--- src/design/lpht_fifo.sv ---
// ----------------------------------------------------------------------------
// lpht_fifo: two-entry command queue
// Decouples the classifying front end from the probing back end.
// ----------------------------------------------------------------------------
`timescale 1ns / 1ps
`default_nettype none

module lpht_fifo #(
   parameter int WIDTH = 8
) (
   input  wire logic             clock,
   input  wire logic             reset,
   input  wire logic             wr_valid,
   output logic                  wr_ready,
   input  wire logic [WIDTH-1:0] wr_data,
   output logic                  rd_valid,
   input  wire logic             rd_ready,
   output logic [WIDTH-1:0]      rd_data
);

   logic [WIDTH-1:0] entry_ff [2];
   logic             wr_ptr_ff, wr_ptr_in;
   logic             rd_ptr_ff, rd_ptr_in;
   logic [1:0]       fill_ff, fill_in;
   logic             push, pop;

   // handshake and pointer update
   always_comb begin
      wr_ready  = (fill_ff != 2'd2);
      rd_valid  = (fill_ff != 2'd0);
      rd_data   = entry_ff[rd_ptr_ff];
      push      = wr_valid && wr_ready;
      pop       = rd_valid && rd_ready;
      wr_ptr_in = push ? ~wr_ptr_ff : wr_ptr_ff;
      rd_ptr_in = pop ? ~rd_ptr_ff : rd_ptr_ff;
      fill_in   = fill_ff + {1'b0, push} - {1'b0, pop};
   end

   // control state
   always_ff @(posedge clock) begin
      if (reset) begin
         wr_ptr_ff <= 1'b0;
         rd_ptr_ff <= 1'b0;
         fill_ff   <= 2'd0;
      end else begin
         wr_ptr_ff <= wr_ptr_in;
         rd_ptr_ff <= rd_ptr_in;
         fill_ff   <= fill_in;
      end
   end

   // storage
   always_ff @(posedge clock) begin
      if (push) begin
         entry_ff[wr_ptr_ff] <= wr_data;
      end
   end

endmodule

`default_nettype wire

--- config.mk ---
export PLATFORM = sky130hd
export DESIGN_NAME = lpht_fifo
export DESIGN_NICKNAME = d
export VERILOG_FILES = /design/src/design/lpht_fifo.sv
export SDC_FILE = /design/constraint.sdc
export NUM_CORES = 1
export LEC_CHECK = 0
export BUFFER_PORTS_ARGS = -buffer_cell sky130_fd_sc_hd__buf_2
export CORE_AREA = 5 5 47 49
export CTS_BUF_LIST = sky130_fd_sc_hd__clkbuf_16
export DETAILED_ROUTE_END_ITERATION = 8
export DIE_AREA = 0 0 52 54
export PLACE_DENSITY = 0.84
export SLEW_MARGIN = 5
export SYNTH_ARGS = -nofsm -noshare
export SYNTH_HDL_FRONTEND = slang
export SYNTH_SLANG_ARGS = --single-unit
--- constraint.sdc ---
create_clock -name clock -period 1.8 [get_ports clock]
set_input_delay 0.27 -clock clock [delete_from_list [all_inputs] [get_ports clock]]
set_output_delay 0.27 -clock clock [all_outputs]
set_load 0.03 [all_outputs]
==> After elaboration in Yosys (flattened, before gate mapping) <==
Memories as Yosys holds them, arrays and structs flattened. A register that Yosys moved wholly into a read port is not among the register bits.
Index checks and enable logic that the tools add are counted.
{ "totals": {"mem_bits_rw": 16, "inputBits": 12, "ff_bits": 4, "out_inout_bits": 10, "memories": 1, "wordCells": 16} }
{ "op_classes": {"n_addsub": 2, "n_eq_ne": 1, "muxes": 4, "reduce_logical": 3, "n_bitwise": 2} }
{ "memory_table": {"columns": ["memory", "words", "word_bits", "read_ports", "rd_clocked_by_memory_dff", "write_ports", "line_no", "text"], "rows": [
  ["entry_ff", 2, 8, 1, 1, 1, "21", "logic [WIDTH-1:0] entry_ff [2];"]
]} }
{ "op_table": {"columns": ["op", "count"], "rows": [
  ["$mux 1", 4],
  ["$add 2x1->2", 1],
  ["$logic_and 1x1->1", 2],
  ["$ne 2x2->1 const B", 1],
  ["$not 1->1", 2],
  ["$reduce_bool 2->1", 1],
  ["$sub 2x1->2", 1]
]} }

==> Depth between registers and ports, before layout <==
Gate-level depths: netlist (run 1).
{ "logic_depth": {"depth_word": 4, "mapped_depth": 8, "depth_no_buf": 8} }

==> Worst setup path after synthesis (run 1) <==
Ideal clock, no wire load.
{ "synth_path": {"path_type": "register -> register", "from": "reg fill_ff[0]", "to": "reg fill_ff[1]", "setup_slack_ns": 0.220, "setup_ns": 0.115, "stages_incl_launch_ff": 9, "t_required_ns": 1.685, "arrival_time_ns": 1.465, "period_less_slack_ns": 1.580, "path_buffers": 0, "path_cell_list": "dfxtp_1 > nand2b_2 > nand2_2 > ha_1 > inv_1 > ha_1 > xor2_1 > xnor2_1 > nor2_1"} }
{ "synth_via": {"elab_chain_len": 4, "word_cells_on_any_way": 6, "classes_between": "2 x add/sub; 1 x eq/ne; 3 x reduce/logical"} }
{ "synth_rtl": {"columns": ["item", "line_no", "text"], "rows": [
  ["from (decl)", "24", "logic [1:0] fill_ff, fill_in;"],
  ["from (signal assigned)", "48", "fill_ff <= fill_in;"],
  ["$ne 2x2->1", "29", "wr_ready = (fill_ff != 2'd2);"],
  ["named net wr_ready", "14", "output logic wr_ready,"],
  ["$logic_and 1x1->1", "32", "push = wr_valid && wr_ready;"],
  ["$add 2x1->2", "36", "fill_in = fill_ff + {1'b0, push} - {1'b0, pop};"],
  ["$sub 2x1->2", "36", null]
]} }
The timed path passes the listed nets, and every way through them passes these cells.
A chain may end at the register's enable or synchronous reset.

==> results.json, run 1 <==
{
  "skew_ps": 2.765,
  "syn-cell-area_sq_um": 813.3,
  "rsz0062_at_grt": "no",
  "status": "complete, no violations",
  "areaGrowthSynthToFinish_pct": 27.23,
  "fp.dieArea_sq_um": 2808,
  "wl_per_cell_um": 11.94,
  "crit_required_ps": 1530,
  "cts_num_sinks": 21,
  "antenna_left": 0,
  "fill_cells": 163,
  "cts.repair.resized": 0,
  "nets": 89,
  "cts-root-buf": "clkbuf_16",
  "drive_above_1_share_pct": 40.54,
  "leakage_nw": 0.4243,
  "antenna_found_initial": 0,
  "place_hpwl_um": 894.2,
  "dr.pass1.iters": 4,
  "tightest_slew_ps": 377.8,
  "io_buffers": 21,
  "yosysWarningCount": 0,
  "drt-total-wl_um": 1206,
  "cp-end-kind": "output pin",
  "die_height_um": 54,
  "pre_cts_slack_ps": 256.1,
  "most-common-layout-cells": "buf_2 (21), edfxtp_1 (16), mux2_1 (8), nor2_1 (5), dfxtp_1 (5)",
  "clock_latency_ps": 250,
  "vdd_drop_max_mv": 0.8365,
  "crit_path_start_kind": "flip-flop",
  "hold-worst-slack_ps": 208.6,
  "hp-class": "in -> reg",
  "setup_viol": 0,
  "cp_max_fo": 8,
  "viasPerCell": 4.535,
  "overflow": 0,
  "antenna_cells": 0,
  "track_usage_pct": 10.25,
  "fin_crit_ps": 1594,
  "synth_area_per_cell_sq_um": 16.60,
  "io_pins": 22,
  "arrival_ps": 1320,
  "holdBufCountCts": 0,
  "final_common_cell": "buf_2",
  "ys_types": 16,
  "gp_congestion": 0.5860,
  "syn_inst": 49,
  "pwr_density_cell_nw_per_um2": 1564,
  "die_x_um": 52,
  "cts_htree_levels": 1,
  "cts_tree": "yes",
  "final_max_slew_viol_count": 0,
  "hold_viol": 0,
  "cts_buffer_depth": 2,
  "final.setup.worst_slack_ps": 205.8,
  "min_period_over_period_pct": 88.57,
  "dr.first_iter.drc_count": 7,
  "post_cts_buffers": 0,
  "cts_buffers": 3,
  "relSlewSlack_pct": 74.82,
  "drcViolationCount": 0,
  "synth-seq-cells": 21,
  "grt_pass1_vias": 501,
  "start_util_pct": 44.64,
  "grt_max_degree": 13,
  "final.setup.tns_ps": 0,
  "path_clk_slew_ps": 50,
  "vias": 458,
  "worstSetupPathType": "reg -> out",
  "maxCapViolations": 0,
  "row_count": 16,
  "core_sq_um": 1822,
  "max_freq_ghz": 0.6273,
  "postSynthNetCount": 63,
  "synth_seq_area_share_pct": 71.38,
  "grt_first_pass_wirelength_um": 1994
}
[final timing paths]
path	start	cells past startpoint	to	slack, ps
worst max-delay path	flip-flop	2	rd_data[5]	210
worst min-delay path	wr_data[2]	1	entry_ff[1][2]	210
worst max register to register	fill_ff[1]	7	fill_ff[1]	260
worst min register to register	rd_ptr_ff	2	rd_ptr_ff	540
[routing by layer]
| layer | GRT usage (%) | up-vias | part of all wire (%) |
|---|---|---|---|
| met3 | 4.432 | 2 | 9.5 |
| met4 | 6.550 | 0 | 2.2 |
| met5 | 0 | - | 0 |
| met1 | 10.33 | 213 | 39 |
| li1 | - | 226 | - |
| met2 | 17.36 | 17 | 49 |
[state kept, by name, summed over array words and instances (netlist names), named ones only]
signal and cells:
entry_ff 16, fill_ff 2, rd_ptr_ff 1, wr_ptr_ff 1
[cells by family after synthesis]
| logic type | count (synthesis) | synth area share (%) |
|---|---|---|
| DFF | 21 | 71.39 |
| and+or+nand+nor | 11 | 7.232 |
| muxes | 9 | 12.92 |
| xor gates and xnor gates | 3 | 3.231 |
| buffers and inverters | 2 | 1.076 |
| adders and majority gates | 2 | 3.076 |
| AOI/OAI and AO/OA | 1 | 1.077 |
[where the power goes]
| group | total, W | switching, W | internal (W) |
|---|---|---|---|
| logic | 0.000488 | 0.000294 | 0.000193 |
| registers | 0.000675 | 0.0000569 | 0.000618 |
| clock network | 0.000456 | 0.000158 | 0.000298 |
[metrics by stage]
| stage | total power, W | area, sq um | instances | utilization [%] |
|---|---|---|---|---|
| after floorplan | 0.001046 | 813.3 | 49 | - |
| after global placement | 0.001163 | 954.7 | 97 | 52.40 |
| after detailed placement | 0.001180 | 954.7 | 97 | 52.40 |
| after CTS | 0.001641 | 1035 | 101 | 56.80 |
| after global routing | 0.001715 | 1035 | 101 | 56.80 |
| final | 0.001618 | 1035 | 101 | 56.80 |
[layout make-up]
class | count | area [sq um] | area share [%]
clock inverter | 1 | 5.005 | 0.4837
clock buffer | 3 | 75.07 | 7.255
inverter | 1 | 3.754 | 0.3628
sequential | 21 | 580.6 | 56.11
multi-input combinational | 26 | 224.0 | 21.64
tap | 27 | 33.78 | 3.265
timing repair buffer | 22 | 112.6 | 10.88
[critical path, cell delays in order, from the launching register on]
cell     delay, ps
dfxtp_1        530
mux2_1         360
buf_2          180
[synth_stat cells (all sizes together)]
| master | number | area, sq um |
|---|---|---|
| edfxtp | 16 | 480.5 |
| mux2 | 9 | 105.1 |
| dfxtp | 5 | 100.1 |
| nor2 | 5 | 18.77 |
| ha | 2 | 25.02 |
| nor2b | 2 | 12.51 |
| xnor2 | 2 | 17.52 |
| and3 | 1 | 6.260 |
| buf | 1 | 5.000 |
| inv | 1 | 3.750 |
| nand2 | 1 | 6.260 |
| nand2b | 1 | 8.760 |
| o21a | 1 | 8.760 |
| or2 | 1 | 6.260 |
| xor2 | 1 | 8.760 |
Note: power is estimated with default switching activity, not from simulation.
==> run 2, diff against run 1 <==
Settings changed: PLACE_DENSITY 0.84 to 0.79.
==> run 2 against run 1 <==
Hold slack is essentially flat. Die area unchanged. Utilization unchanged. Non-clock buffer count did not move. Setup slack got worse by 19 ps. Sequential share of layout area unchanged. Critical path depth unchanged. Largest cell class unchanged.
==> results.json, run 2 (synthesis gave the netlist of run 1 again) <==
{
  "status": "complete, no violations",
  "nets": 89,
  "die_height_um": 54,
  "cp_max_fo": 8,
  "min_period_over_period_pct": 89.61,
  "final.setup.tns_ps": 0,
  "antenna_found_initial": 0,
  "io_buffers": 21,
  "skew_ps": 4.035,
  "cts_buffer_depth": 2,
  "wl_per_cell_um": 12.48,
  "grt_pass1_vias": 451,
  "worstSetupPathType": "reg -> out",
  "grt_first_pass_wirelength_um": 2021,
  "cts_buffers": 3,
  "dr.pass1.iters": 2,
  "placed_cell_area_sq_um": 954.7,
  "drive_above_1_share_pct": 40.54,
  "hold_viol": 0,
  "fin_cells": 101,
  "final_common_cell": "buf_2",
  "path_clk_slew_ps": 50,
  "arrival_ps": 1340,
  "crit_path_start_kind": "flip-flop",
  "post-route-util_pct": 56.80,
  "relSlewSlack_pct": 72.99,
  "gp_congestion": 0.6078,
  "cts_tree": "yes",
  "top_register": "entry_ff",
  "p_total_w": 0.001617,
  "place_hpwl_um": 939.5,
  "tightest_slew_ps": 405.2,
  "final_max_slew_viol_count": 0,
  "overflow": 0,
  "fp.dieArea_sq_um": 2808,
  "leakage_nw": 0.4243,
  "areaGrowthSynthToFinish_pct": 27.23,
  "most-common-layout-cells": "buf_2 (21), edfxtp_1 (16), mux2_1 (8), nor2_1 (5), dfxtp_1 (5)",
  "start_util_pct": 44.64,
  "largest_register_ffs": 16,
  "vdd_drop_max_mv": 0.9003,
  "core_sq_um": 1822,
  "cts_num_sinks": 21,
  "antenna_cells": 0,
  "track_usage_pct": 10.89,
  "antenna_left": 0,
  "post_cts_buffers": 0,
  "vias": 465,
  "cts-root-buf": "clkbuf_16",
  "rsz0062_at_grt": "no",
  "maxCapViolations": 0,
  "pwr_density_cell_nw_per_um2": 1563,
  "die_x_um": 52,
  "row_count": 16,
  "fin_crit_ps": 1613,
  "fill_cells": 155,
  "max_freq_ghz": 0.6200,
  "drt-total-wl_um": 1260,
  "dr.first_iter.drc_count": 2,
  "holdBufCountCts": 0,
  "clock_latency_ps": 250,
  "drcViolationCount": 0,
  "cts_htree_levels": 1,
  "setup_viol": 0,
  "reg_top3": "entry_ff x16, fill_ff x2",
  "cp-end-kind": "output pin",
  "hp-class": "in -> reg",
  "dp.cells": 97,
  "io_pins": 22,
  "viasPerCell": 4.604,
  "grt_max_degree": 13,
  "cts.repair.resized": 0,
  "crit_required_ps": 1530,
  "stdcell_area_sq_um": 1035
}
## run 2: final timing paths
| path | from | end | slack [ps] | cells past startpoint |
|---|---|---|---|---|
| worst min-delay path | wr_data[2] | entry_ff[1][2] | 210 | 1 |
| worst max-delay path | flip-flop | rd_data[7] | 190 | 2 |
| worst max register to register | fill_ff[0] | fill_ff[1] | 240 | 8 |
| worst min register to register | rd_ptr_ff | rd_ptr_ff | 530 | 2 |
## run 2: layer usage
| layer | GRT usage, % | part of all wire [%] |
|---|---|---|
| met1 | 11.50 | 40 |
| met2 | 17.15 | 49 |
| met3 | 4.155 | 8.1 |
| met4 | 9.170 | 2.8 |
| met5 | 0 | 0 |
## run 2: metrics by stage
step / setup slack [ps] / hold WS [ps]
6_report: 187.1 / 208.6
5_1_grt: 111.3 / 196.5
4_1_cts: 168.7 / 201.5
3_5_place_dp: 236.4 / 461.2
3_3_place_gp: 310.0 / 457.8
2_1_floorplan: 220.0 / 341.6
## run 2: critical path: stages, from the launching register on
cell and delay [ps]:
dfxtp_1 540, mux2_1 370, buf_2 180
## run 2: report_power, final
group	internal (W)	switching, W	total, W
clock	0.000297	0.000151	0.000448
sequential	0.000618	0.0000591	0.000677
combinational	0.000195	0.000296	0.000491
total	0.00111	0.000506	0.00162
## run 2: cell type report
class	count	area [sq um]	area share, %
inverter	1	3.754	0.3628
clock inverter	1	5.005	0.4837
tap	27	33.78	3.265
timing repair buffer	22	112.6	10.88
clock buffer	3	75.07	7.255
sequential	21	580.6	56.11
multi-input combinational	26	224.0	21.64
