$ cat src/design/lpht_pkg.sv
// ----------------------------------------------------------------------------
// lpht_pkg: shared constants for the linear probe hash table
// Operation and status codes, field widths and parameter defaults.
// ----------------------------------------------------------------------------
`timescale 1ns / 1ps
`default_nettype none

package lpht_pkg;

   // parameter defaults
   localparam int LPHT_SLOTS     = 64;
   localparam int LPHT_KEY_BYTES = 8;

   // fixed field widths
   localparam int FUNC_W   = 2;
   localparam int KEYIN_W  = 64;
   localparam int VALUE_W  = 32;
   localparam int STATUS_W = 3;
   localparam int SLOT_W   = 6;
   localparam int ACT_W    = 7;

   // capacity register reset value
   localparam logic [ACT_W-1:0] ACT_RESET = 7'd64;

   // operation codes
   localparam logic [FUNC_W-1:0] FN_INSERT = 2'd0;
   localparam logic [FUNC_W-1:0] FN_GET    = 2'd1;
   localparam logic [FUNC_W-1:0] FN_ERASE  = 2'd2;

   // status codes
   localparam logic [STATUS_W-1:0] ST_OK        = 3'd0;
   localparam logic [STATUS_W-1:0] ST_NOT_FOUND = 3'd1;
   localparam logic [STATUS_W-1:0] ST_DUPLICATE = 3'd2;
   localparam logic [STATUS_W-1:0] ST_FULL      = 3'd3;
   localparam logic [STATUS_W-1:0] ST_BAD_ARG   = 3'd4;

endpackage

`default_nettype wire

$ cat src/design/lpht_front.sv
// ----------------------------------------------------------------------------
// lpht_front: request intake and classification
// Normalises the key, sums its bytes, flags bad arguments and reduces the
// hash modulo the capacity one bit a cycle to give the start slot.
// ----------------------------------------------------------------------------
`timescale 1ns / 1ps
`default_nettype none

module lpht_front import lpht_pkg::*; #(
   parameter int SLOTS     = LPHT_SLOTS,
   parameter int KEY_BYTES = LPHT_KEY_BYTES
) (
   input  wire logic                         clock,
   input  wire logic                         reset,
   input  wire logic                         clr_busy,
   input  wire logic [$clog2(SLOTS+1)-1:0]   cap,
   input  wire logic                         req_valid,
   output logic                              req_ready,
   input  wire logic [FUNC_W-1:0]            req_func,
   input  wire logic [KEYIN_W-1:0]           req_key,
   input  wire logic [VALUE_W-1:0]           req_value,
   output logic                              cmd_valid,
   input  wire logic                         cmd_ready,
   output logic [FUNC_W-1:0]                 cmd_func,
   output logic [8*KEY_BYTES-1:0]            cmd_key,
   output logic [VALUE_W-1:0]                cmd_value,
   output logic [$clog2(SLOTS)-1:0]          cmd_start,
   output logic                              cmd_bad
);

   localparam int KEY_W  = 8 * KEY_BYTES;
   localparam int CAP_W  = $clog2(SLOTS + 1);
   localparam int IDX_W  = $clog2(SLOTS);
   localparam int HASH_W = $clog2(255 * KEY_BYTES + 1);
   localparam int REM_W  = CAP_W + 1;
   localparam int BIT_W  = $clog2(HASH_W);

   typedef enum logic [1:0] {F_IDLE, F_DIV, F_PUSH} front_state_type;

   front_state_type     state_ff, state_in;
   logic [FUNC_W-1:0]   func_ff, func_in;
   logic [KEY_W-1:0]    key_ff, key_in;
   logic [VALUE_W-1:0]  value_ff, value_in;
   logic                bad_ff, bad_in;
   logic [HASH_W-1:0]   hash_ff, hash_in;
   logic [CAP_W-1:0]    rem_ff, rem_in;
   logic [BIT_W-1:0]    bit_ff, bit_in;
   logic [KEY_W-1:0]    key_norm;
   logic [HASH_W-1:0]   hash_sum;
   logic                alive;
   logic [REM_W-1:0]    trial;

   // key normalisation and byte sum up to the first zero byte
   always_comb begin
      key_norm = '0;
      hash_sum = '0;
      alive    = 1'b1;
      for (int i = 0; i < KEY_BYTES; i++) begin
         alive = alive && (req_key[8*i +: 8] != 8'd0);
         if (alive) begin
            key_norm[8*i +: 8] = req_key[8*i +: 8];
            hash_sum           = hash_sum + HASH_W'(req_key[8*i +: 8]);
         end
      end
   end

   // one restoring remainder step
   always_comb begin
      trial = {rem_ff, hash_ff[HASH_W-1]};
   end

   // next state
   always_comb begin
      state_in = state_ff;
      func_in  = func_ff;
      key_in   = key_ff;
      value_in = value_ff;
      bad_in   = bad_ff;
      hash_in  = hash_ff;
      rem_in   = rem_ff;
      bit_in   = bit_ff;
      case (state_ff)
         F_IDLE: begin
            if (req_valid && !clr_busy) begin
               func_in  = req_func;
               key_in   = key_norm;
               value_in = req_value;
               bad_in   = (key_norm == '0)
                          || (req_func != FN_INSERT && req_func != FN_GET
                              && req_func != FN_ERASE)
                          || (req_func == FN_INSERT && req_value == '0);
               hash_in  = hash_sum;
               rem_in   = '0;
               bit_in   = BIT_W'(HASH_W - 1);
               state_in = F_DIV;
            end
         end
         F_DIV: begin
            rem_in  = (trial >= REM_W'(cap)) ? CAP_W'(trial - REM_W'(cap))
                                             : CAP_W'(trial);
            hash_in = hash_ff << 1;
            bit_in  = bit_ff - BIT_W'(1);
            if (bit_ff == '0) begin
               state_in = F_PUSH;
            end
         end
         F_PUSH: begin
            if (cmd_ready) begin
               state_in = F_IDLE;
            end
         end
         default: begin
            state_in = F_IDLE;
         end
      endcase
   end

   // state and registered request fields
   always_ff @(posedge clock) begin
      if (reset) begin
         state_ff <= F_IDLE;
      end else begin
         state_ff <= state_in;
      end
      func_ff  <= func_in;
      key_ff   <= key_in;
      value_ff <= value_in;
      bad_ff   <= bad_in;
      hash_ff  <= hash_in;
      rem_ff   <= rem_in;
      bit_ff   <= bit_in;
   end

   // outputs
   always_comb begin
      req_ready = (state_ff == F_IDLE) && !clr_busy;
      cmd_valid = (state_ff == F_PUSH);
      cmd_func  = func_ff;
      cmd_key   = key_ff;
      cmd_value = value_ff;
      cmd_start = IDX_W'(rem_ff);
      cmd_bad   = bad_ff;
   end

endmodule

`default_nettype wire

$ cat config.mk
export PLATFORM = sky130hd
export DESIGN_NAME = lpht_front
export DESIGN_NICKNAME = d
export VERILOG_FILES = /design/src/design/lpht_pkg.sv /design/src/design/lpht_front.sv
export SDC_FILE = /design/constraint.sdc
export NUM_CORES = 1
export LEC_CHECK = 0
export BUFFER_PORTS_ARGS = -buffer_cell sky130_fd_sc_hd__buf_2
export CORE_UTILIZATION = 45
export CTS_CLUSTER_SIZE = 8
export DETAILED_ROUTE_END_ITERATION = 8
export PLACE_DENSITY = 0.81
export SETUP_SLACK_MARGIN = 0.05
export SYNTH_ARGS = -nofsm -noshare
export SYNTH_HDL_FRONTEND = slang
export SYNTH_SLANG_ARGS = --single-unit
$ cat constraint.sdc
create_clock -name clock -period 20.9 [get_ports clock]
set_clock_uncertainty 0.1 [all_clocks]
set_input_delay 2.09 -clock clock [delete_from_list [all_inputs] [get_ports clock]]
set_output_delay 2.09 -clock clock [all_outputs]
set_load 0.01 [all_outputs]
## Yosys cells after proc, flatten, opt, wreduce, memory -nomap -nowiden

Index checks and enable logic that the tools add are counted.
Widths: inputs -> output; s select.

- Register bits after elaboration: 123
- Output and inout port bits: 107

- Order comparisons: 1
- Muxes and demuxes: 27
- Reduce and logical (&&, ||, !) cells: 33
- Equal/unequal tests: 7
- Add/subtract/negate cells: 9

Operators with widths:

| cell | number |
|---|---|
| $mux 11 | 8 |
| $add 11x8->11 | 7 |
| $mux 8 | 9 |
| $logic_not 64->1 | 1 |
| $reduce_bool 8->1 | 8 |
| $logic_not 32->1 | 1 |
| $pmux 11 s2 | 1 |
| $mux 7 | 2 |
| $pmux 7 s2 | 1 |
| $logic_and 1x1->1 | 12 |
| $ge 8x7->1 | 1 |
| $pmux 4 s2 | 1 |
| $sub 7x7->7 | 1 |
| $mux 2 | 3 |
| $ne 2x2->1 const B | 3 |
| $pmux 2 s3 | 1 |
| $logic_not 2->1 | 2 |
| $logic_not 4->1 | 1 |
| $mux 4 | 1 |
| $ne 2x1->1 const B | 2 |
| $reduce_and 2->1 | 2 |
| $reduce_bool 2->1 | 2 |
| $sub 4x1->4 const B | 1 |
| $reduce_and 3->1 | 1 |
| 4 further kinds | 5 |

## Logic depth before layout (Yosys ltp)

Gate-level depths: netlist of the first run.

- Depth in word-level cells: 18
- Gate-level depth with buffers: 45
- Depth with buffers taken out: 44

## Worst setup path before layout of the first run

Ideal clock, no wire load.

- Path kind: in2reg
- Start point: in req_key[0]
- End point: reg hash_ff[10] (data pin)
- Arrival: 9.092 ns
- Stages: 43
- Path buffers: 1
- Slack: 11.437 ns
- Data required time: 20.529 ns
- Path through: clkbuf_1 ha_1 fa_1 a21oi_1 o21bai_1 xor2_1 mux2i_1 inv_1 ha_1 o21ai_0 nor2_1 nor2_1 nor2_1 a21oi_1 ha_1 o21a_1 o31a_1 a21oi_1 [7 not listed] mux2_2 ha_1 o21a_1 a21oi_1 xnor2_1 mux2_2 ha_1 a21oi_1 xor2_1 a211oi_1 ha_1 a21oi_1 o21ai_0 a41oi_1 o22ai_1 mux2i_1 xnor2_1 a21oi_1

- Longest elaborated chain between the ends: 18

Ends and longest elaborated chain:

| element | line | source |
|---|---|---|
| from (decl) | lpht_front.sv:20 | `input wire logic [KEYIN_W-1:0] req_key,` |
| $reduce_bool 8->1 | lpht_front.sv:59 | `alive = alive && (req_key[8*i +: 8] != 8'd0);` |
| $mux 8 | lpht_front.sv:60 | `if (alive) begin` |
| $add 11x8->11 | lpht_front.sv:62 | `hash_sum = hash_sum + HASH_W'(req_key[8*i +: 8]);` |
| $mux 11 | lpht_front.sv:60 |  |
| $add 11x8->11 | lpht_front.sv:62 |  |
| $mux 11 | lpht_front.sv:60 |  |
| $add 11x8->11 | lpht_front.sv:62 |  |
| $mux 11 | lpht_front.sv:60 |  |
| [3 not listed] | n/a |  |
| $mux 11 | lpht_front.sv:60 |  |
| $add 11x8->11 | lpht_front.sv:62 |  |
| $mux 11 | lpht_front.sv:60 |  |
| $add 11x8->11 | lpht_front.sv:62 |  |
| $mux 11 * | lpht_front.sv:60 |  |
| $mux 11 * | lpht_front.sv:84 | `if (req_valid && !clr_busy) begin` |
| $pmux 11 s2 * | lpht_front.sv:82 | `case (state_ff)` |
| named net hash_in[10] | lpht_front.sv:45 | `logic [HASH_W-1:0] hash_ff, hash_in;` |
| to (signal assigned) | lpht_front.sv:129 | `hash_ff <= hash_in;` |
| to (decl) | lpht_front.sv:45 |  |

Mark *: on every way through the listed nets, which the timed path passes. The rest lies on a longest branch. The select of a mux whose other input is x is not followed.
A chain may end at the register's enable or synchronous reset.

## Final worst setup path of the first run

- Start point: in req_key[1]
- End point: reg hash_ff[10] (data pin)

The elaborated chain is that of the path after synthesis.

==> results, run 1 <==
- The routed layout has slightly below 7000 vias.
- During synthesis, Yosys emitted a total of 0 warnings.
- The number of nets in the synthesized netlist is approximately 970.
- The sequential group share of total power is between 10% and 20%.
- The clock-pin transition on the worst setup and hold timing paths is ~0.060 ns.
- Setup violations remaining at the end of the flow were counted as 0.
- The setup total negative slack is 0 ns.
- The global-route usage over all layers is between 20% and 30%.
- The first global-routing pass estimated ~32000 µm of wire.
- Based on the critical path, the design can be clocked at up to between 0.09 and 0.1 GHz.
- For this design the ratio of total power to cell area is 203.1 nW/µm².
- Counting flops with a built-in enable in the synthesized netlist gives around 120.
- For this configuration, the core starts out at a cell density of approximately 46%.
- The largest driver fanout on the critical path is 10.
- The leftover overflow at the end of global routing is 0.
- From left edge to right edge, the die measures around 140 µm.
- The count of buffers from port buffering is ~220.
- The worst setup path is launched from an input port.
- Setup repair after global routing left no endpoint under its margin.
- The cell sitting at the root of the clock tree is a sky130_fd_sc_hd__clkbuf_16.
- The die covers 18870 µm².
- Of the total power, the share spent switching nets is a little over two fifths.
- The average wire per cell in the routed design is 16.83 µm.
- Counting stages on the worst path, the most repeated cell is sky130_fd_sc_hd__ha_1.
- Detailed placement ended at an HPWL of 15990 µm.
- In the routed layout, each cell is associated on average with a via count of between 5 and 6.
- The fraction of layout instances using a drive strength above 1 is roughly 29%.
- The deepest clock path buffer count is 2.
- In the synthesized netlist the async set-or-reset flop fraction comes to 0%.
- The final cycle utilization of the critical path is roughly half.
- The class of the most critical hold timing path is flip-flop to flip-flop.
- The post-placement cell area is roughly 9500 µm².
- Setup slack closes at about 10 ns.
- The clock latency at the later pin of the worst-skew pair is 0.41 ns.
- Across the VDD grid, the largest voltage drop is ~220 µV.
- The worst setup path is of the input port to flip-flop kind.
- The height of the die is 137.4 µm.
- The dominant cell by count in the synthesized netlist is sky130_fd_sc_hd__edfxtp_1.
- The core area is 17960 µm².
- After detailed routing, the total wire length is slightly above 20000 µm.
- The number of clock buffers inserted by TritonCTS is 17.
- The number of gates resized after CTS was 0.
- The arrival time at the worst endpoint is between 10 and 15 ns.
- Row generation in the floorplan step produced 49 rows.
- The leakage power is roughly 4.3 nW.
- Hold repair after CTS inserted 0 buffers.
- The finished cells cover about 10000 µm².
- Together, buffers and inverters on the worst path number 3.
- The clock tree from TritonCTS is yes.
- The pin count of the biggest net entering global routing is 79.
- Ranked by total cell area, the synthesized netlist is headed by sky130_fd_sc_hd__edfxtp_1, sky130_fd_sc_hd__ha_1, sky130_fd_sc_hd__nor2_1.
- Measured against its own limit, the worst slew margin works out to 31.14%.
- The mean post-synth cell area is between 10 and 15 µm².
- During I/O placement, the number of pins put on the boundary was ~220.
- The proportion of power drawn by combinational gates is 69.7%.
- The actual transition at the worst max-transition pin is ~1.0 ns.
- The synthesized netlist contains between 60 and 70 unique library cells.
- For this run, design rule violations remaining after detail routing come to 0.
- The analysis attributes to net switching a power of 0.0008726 W.
- On the critical path, the stage with the largest delay is an instance of sky130_fd_sc_hd__a21boi_0.
- On the worst path, the slowest cell contributes a delay of around 0.62 ns.
- The final RePlAce weighted congestion is around 0.89.
- The final number of max-transition violations is 0.
- The dominant synthesized flop cell is sky130_fd_sc_hd__edfxtp_1.
- Subtracting the final worst setup slack from the clock period gives roughly 10 ns.
- The number of antenna violations at the first check in global routing is 2.
- The layout net count is between 1000 and 1500.
- Synthesis produced a netlist whose cell count is about 790.
- Prior to clock tree synthesis, the placed netlist has a worst setup slack of between 10 and 15 ns.
- The number of sinks on the clock net is about 120.
- The library cell occupying the most area in the post-synthesis netlist is sky130_fd_sc_hd__edfxtp_1.
- The count of max-cap constraint violations is 0.
- The share of the synthesized area in the top cell type is 44.06%.
- The critical path endpoint category is a flip-flop.
- CTS built an H-tree with a depth of 4.
- The number of global-route vias before repair came to 6203.
- The final number of hold-violating endpoints is 0.
- Ranked by instance count, the synthesized netlist is headed by sky130_fd_sc_hd__edfxtp_1, sky130_fd_sc_hd__nor2_1, sky130_fd_sc_hd__ha_1.
- For the worst setup path, the data required time is ~21 ns.
- Among cell families on the critical path, the largest total delay comes from compound AO/OA/AOI/OAI gates.
- The count of nets left with antenna violations once routing finished came out at 0.
- The area growth from synthesis to layout is 21.70%.
- The mapped netlist covers slightly above 8000 µm².
- The flow ran to the end, and the final reports show no timing, DRC or antenna violations.
- The clock network fraction of design power is a little over an eighth.
- The setup fix buffers added after clock tree synthesis is 0.
- The length of the first detailed-routing pass in iterations is 5.
- The first-iteration detailed-routing DRC count is 491.
- The cell-internal power is 0.001166 W.
- Sequential cells were found to cover between 40% and 50% of the synthesized design area.
- The number of storage elements in the synthesis netlist is about 120.
==> final timing paths <==
path / end / cells after the start / slack [ns] / start
hold / removal: hash_ff[1]$_DFFE_PP_ / 2 / 0.45 / hash_ff[0]$_SDFFCE_PP0P_
setup / recovery: hash_ff[10]$_DFFE_PP_ / 39 / 10.42 / req_key[1]
hold reg to reg: hash_ff[1]$_DFFE_PP_ / 2 / 0.45 / hash_ff[0]$_SDFFCE_PP0P_
setup reg to reg: rem_ff[5]$_SDFFCE_PN0P_ / 12 / 17.89 / hash_ff[10]$_DFFE_PP_
==> layout make-up <==
type | instances | area (µm²)
Fill cell | 1559 | 7928
Timing Repair Buffer | 219 | 1104
Sequential cell | 123 | 3674
Clock buffer | 19 | 432.9
Inverter | 38 | 145.1
Clock inverter | 13 | 116.4
Multi-Input combinational cell | 591 | 4273
Tap cell | 229 | 286.5
Antenna cell | 2 | 5.005
==> worst register-to-register path, stage by stage (launching register included) <==
cell	delay (ns)
sky130_fd_sc_hd__edfxtp_1	0.44
sky130_fd_sc_hd__inv_1	0.09
sky130_fd_sc_hd__ha_1	0.18
sky130_fd_sc_hd__fa_1	0.20
sky130_fd_sc_hd__nor2b_1	0.06
sky130_fd_sc_hd__o21ai_0	0.14
sky130_fd_sc_hd__nand2b_1	0.12
sky130_fd_sc_hd__a21o_1	0.20
sky130_fd_sc_hd__a21o_1	0.21
sky130_fd_sc_hd__a21oi_1	0.69
sky130_fd_sc_hd__nor2_1	0.12
sky130_fd_sc_hd__a21oi_1	0.15
sky130_fd_sc_hd__nor2_1	0.05
==> stage by stage <==
step	utilization (%)	hold WS [ns]	power [W]	std cells
floorplan	-	0.3963	0.001499	786
global placement	52.78	0.4333	0.001697	1200
detailed placement	52.78	0.4395	0.001732	1200
CTS	55.84	0.4489	0.002029	1232
global route	55.87	0.4604	0.002222	1234
finish	55.87	0.4487	0.002039	1234
==> cell families (layout without fill, tap and decap cells) <==
group	after synthesis	count (layout)	share of synthesized area [%]
AOI/OAI and AO/OA	183	183	14.37
xor gates and xnor gates	43	43	4.567
adders and majority gates	72	72	11.65
buffers and inverters	72	289	3.702
DFF	123	123	44.55
muxes	33	33	4.491
other	0	2	0
and+or+nand+nor	260	260	16.67
==> layer usage <==
| metal | global-route usage, % | vias up | wire (µm) |
|---|---|---|---|
| met3 | 4.599 | 35 | 1209 |
| met2 | 36.87 | 247 | 9888 |
| li1 | - | 3325 | - |
| met4 | 7.753 | 0 | 440 |
| met5 | 0 | - | 0 |
| met1 | 28.72 | 3171 | 9230 |
==> cells in the final DEF, fill, tap and decap left out, types with 3 or more instances in the layout <==
cell type,netlist,routed
sky130_fd_sc_hd__and2_1,33,33
sky130_fd_sc_hd__nor2_1,76,76
sky130_fd_sc_hd__nand2b_1,6,6
sky130_fd_sc_hd__o21ai_0,42,42
sky130_fd_sc_hd__o21bai_1,7,7
sky130_fd_sc_hd__nand2_2,3,3
sky130_fd_sc_hd__mux2_2,12,12
sky130_fd_sc_hd__o31a_1,3,3
sky130_fd_sc_hd__mux2i_1,16,16
sky130_fd_sc_hd__clkinvlp_4,0,4
sky130_fd_sc_hd__nor4_2,4,4
sky130_fd_sc_hd__nand4_1,3,3
sky130_fd_sc_hd__edfxtp_1,121,121
sky130_fd_sc_hd__nand2_1,41,41
sky130_fd_sc_hd__nor2b_1,18,18
sky130_fd_sc_hd__xnor2_1,30,30
sky130_fd_sc_hd__and2_2,3,3
sky130_fd_sc_hd__clkbuf_16,0,17
sky130_fd_sc_hd__inv_1,38,37
sky130_fd_sc_hd__nor4_1,19,19
sky130_fd_sc_hd__and3_1,23,23
sky130_fd_sc_hd__mux2_4,5,5
sky130_fd_sc_hd__a21oi_1,51,51
sky130_fd_sc_hd__inv_6,0,4
sky130_fd_sc_hd__buf_4,6,3
sky130_fd_sc_hd__a21o_1,17,17
sky130_fd_sc_hd__xor2_1,13,13
sky130_fd_sc_hd__o21a_1,15,15
sky130_fd_sc_hd__ha_1,64,64
sky130_fd_sc_hd__a211oi_1,13,13
sky130_fd_sc_hd__buf_2,3,216
sky130_fd_sc_hd__o22ai_1,3,3
sky130_fd_sc_hd__fa_1,8,8
sky130_fd_sc_hd__nand3_1,6,6
sky130_fd_sc_hd__o31ai_1,5,5
sky130_fd_sc_hd__nor3_1,10,9
sky130_fd_sc_hd__a31oi_1,8,8
sky130_fd_sc_hd__or4_1,4,4
==> state kept, by name, summed over array words and instances, names as in the netlist <==
register,cells
cmd_key,64
cmd_func,2
cmd_value,32
state_ff,2
rem_ff,7
hash_ff,11
bit_ff,4
cmd_bad,1
==> power groups by stage <==
stage	Sequential, W	Combinational (W)	Clock (W)
6_report	0.000342	0.00142	0.000276
5_1_grt	0.000344	0.00159	0.000291
4_1_cts	0.000342	0.00141	0.000281
3_5_place_dp	0.000347	0.00138	0
3_3_place_gp	0.000346	0.00135	0
2_1_floorplan	0.000351	0.00115	0
Note: power is estimated with default switching activity, not from simulation.
==> run 2: changes to the inputs <==
Settings changed: PLACE_DENSITY 0.81 to 0.84.
Clock period 20.9 ns to 9.19 ns, I/O delays scaled along.
==> results, run 2 (synthesis gave the netlist of run 1 again) <==
- The run finished with clean final reports.
- The die area is ~19000 µm².
- In the final routed layout, each cell accounts on average for ~17 µm.
- In this run the worst hold path is classified as flip-flop to flip-flop.
- The analysis attributes to cell leakage a power of between 4 and 5 nW.
- The setup path with the least slack is of type input port to flip-flop.
- Setup total negative slack on the finished layout was measured at 0 ns.
- The die is 137.4 µm tall.
- The clock latency at the later pin of the worst-skew pair is 0.43 ns.
- The count of max-cap constraint violations is 0.
- Buffers inserted during clock tree synthesis total 17.
- From synthesis to final layout, the design area changed by 23.76%.
- The final number of max-transition violations is 0.
- The most common library cell in the layout ignoring fill and taps is sky130_fd_sc_hd__buf_2.
- The leftover overflow at the end of global routing is 0.
- The first TritonRoute pass finished after 5 iterations.
- The largest single stage delay on the critical path is 0.44 ns.
- Cells with a size suffix above 1 make up a little under a third of the layout.
- The layout net count is 1180.
- Entering global routing, the biggest net connects a little over 80 pins.
- The global-route wire length before repair is 33040 µm.
- The placement row count is 49.
- The critical path starts at req_key[2].
- The final-report setup violation count is 0.
- The core area is ~18000 µm².
- Across every metal layer, demand over resource in global routing totals 23.27%.
- Subtracting the final worst setup slack from the clock period gives around 8.6 ns.
- The die span in x is 137.4 µm.
- STA classifies the critical path startpoint as an input port.
- The flip-flop count of the largest register after layout is 64.
- The routed via count divided by cell count is 5.614.
- The cell repeated most along the worst path is sky130_fd_sc_hd__ha_1.
- The number of sinks on the clock net is 123.
- At the pin with the least slew margin, the transition time is about 1.0 ns.
- After legalization and detailed placement, the total HPWL measured 16350 µm.
- The depth of the CTS H-tree is 4.
- The hold path startpoint is hash_ff[0]$_SDFFCE_PP0P_.
- The largest individual stage delay along the critical path comes from the cell sky130_fd_sc_hd__fa_1.
- The worst register-to-register path begins at hash_ff[10]$_DFFE_PP_.
- The number of antenna violations at the first check in global routing was 1.
- For this block, the via count after detailed routing is ~7000.
- The clock-pin transition on the worst setup and hold timing paths is about 0.06 ns.
- The peak clock frequency supported by timing is 0.1166 GHz.
- In this run the deepest clock path goes through 2 buffers.
- The count of buffers from port buffering is approximately 220.
- The clock tree from TritonCTS is yes.
- Measured against its own limit, the worst slew margin works out to 33.49%.
- For the worst setup path, the data arrival time is around 8.6 ns.
- The critical path endpoint category is a flip-flop.
- The number of antenna-violating nets in the routed design is 0.
- The worst endpoint required time is roughly 9.2 ns.
- After layout, the worst path uses 93.30% of the clock period.
- For this design the ratio of total power to cell area is roughly 480 nW/µm².
- The final number of hold-violating endpoints was 0.
- VDD sags by at most 538.5 µV.
- After detailed routing, the total wire length is 21570 µm.
- In this run, the number of DRC markers left after iteration 0 of detailed routing was 534.
- For this design the top-level I/O count stands at approximately 220.
- Of all nets on the critical path, the largest fanout is 10.
- The CTS root buffer is sky130_fd_sc_hd__clkbuf_16.
- The number of global-route vias before repair is 6446.
- The utilization of the core after routing is a little under three fifths.
- In the routed design, unresolved DRC markers number 0.
- The top cell types in the final layout, fill and taps aside, are sky130_fd_sc_hd__buf_2, sky130_fd_sc_hd__edfxtp_1, sky130_fd_sc_hd__nor2_1.
- Setup repair after global routing could not meet its margin everywhere.
- The initial utilization of the core area, before any placement, comes to approximately 46%.
- At the end of routability-driven placement, the weighted congestion stood at approximately 0.93.
==> run 2: repair_timing <==
| action | CTS | global route |
|---|---|---|
| resized for setup | 0 | 19 |
| hold buffers | 0 | 0 |
| setup buffers | 0 | 1 |
| setup endpoints to repair | 0 | 3 |
==> run 2: routing by layer <==
metal	wire length, µm	track usage, %	vias to the layer above
met3	1391	4.341	56
met4	755	10.74	0
met2	10130	37.04	302
met5	0	0	-
met1	9290	30.62	3298
li1	-	-	3316
==> run 2: per-stage QoR <==
stage,std cells,cell area [µm²],hold WS [ns],total power (W),worst slack [ns]
after CTS,1239,10130,0.4632,0.004746,0.3683
after detailed placement,1207,9534,0.4502,0.004009,-0.04263
after floorplan,786,8247,0.3963,0.003409,0.8981
after global routing,1241,10200,0.4638,0.005265,0.02796
after global placement,1207,9534,0.4263,0.003891,0.06765
final,1242,10210,0.4592,0.004857,0.6156
==> run 2: final timing paths <==
| path | cells after the start | slack, ns | to |
|---|---|---|---|
| setup reg to reg | 12 | 6.18 | rem_ff[3]$_SDFFCE_PN0P_ |
| setup / recovery | 41 | 0.62 | hash_ff[10]$_DFFE_PP_ |
| hold reg to reg | 2 | 0.46 | hash_ff[1]$_DFFE_PP_ |
| hold / removal | 2 | 0.46 | hash_ff[1]$_DFFE_PP_ |
==> run 2: final cells by class <==
| class | instances | area (µm²) |
|---|---|---|
| Fill cell | 1518 | 7757 |
| Multi-Input combinational cell | 591 | 4339 |
| Sequential cell | 123 | 3674 |
| Timing Repair Buffer | 227 | 1164 |
| Clock buffer | 19 | 432.9 |
| Tap cell | 229 | 286.5 |
| Clock inverter | 13 | 160.2 |
| Inverter | 38 | 145.1 |
| Antenna cell | 2 | 5.005 |
==> run 2: worst max-delay path: cells and delay by family <==
| kind | cells | cell delay, ns |
|---|---|---|
| muxes | 3 | 0.68 |
| and+or+nand+nor | 9 | 1.34 |
| xor gates and xnor gates | 3 | 0.43 |
| adders and majority gates | 7 | 2.34 |
| AOI/OAI and AO/OA | 18 | 2.71 |
| buffers and inverters | 1 | 0.14 |
==> run 2: report_power, final <==
group	internal, W	switching, W
combinational	0.00160	0.00180
clock	0.000407	0.000271
sequential	0.000762	0.0000155
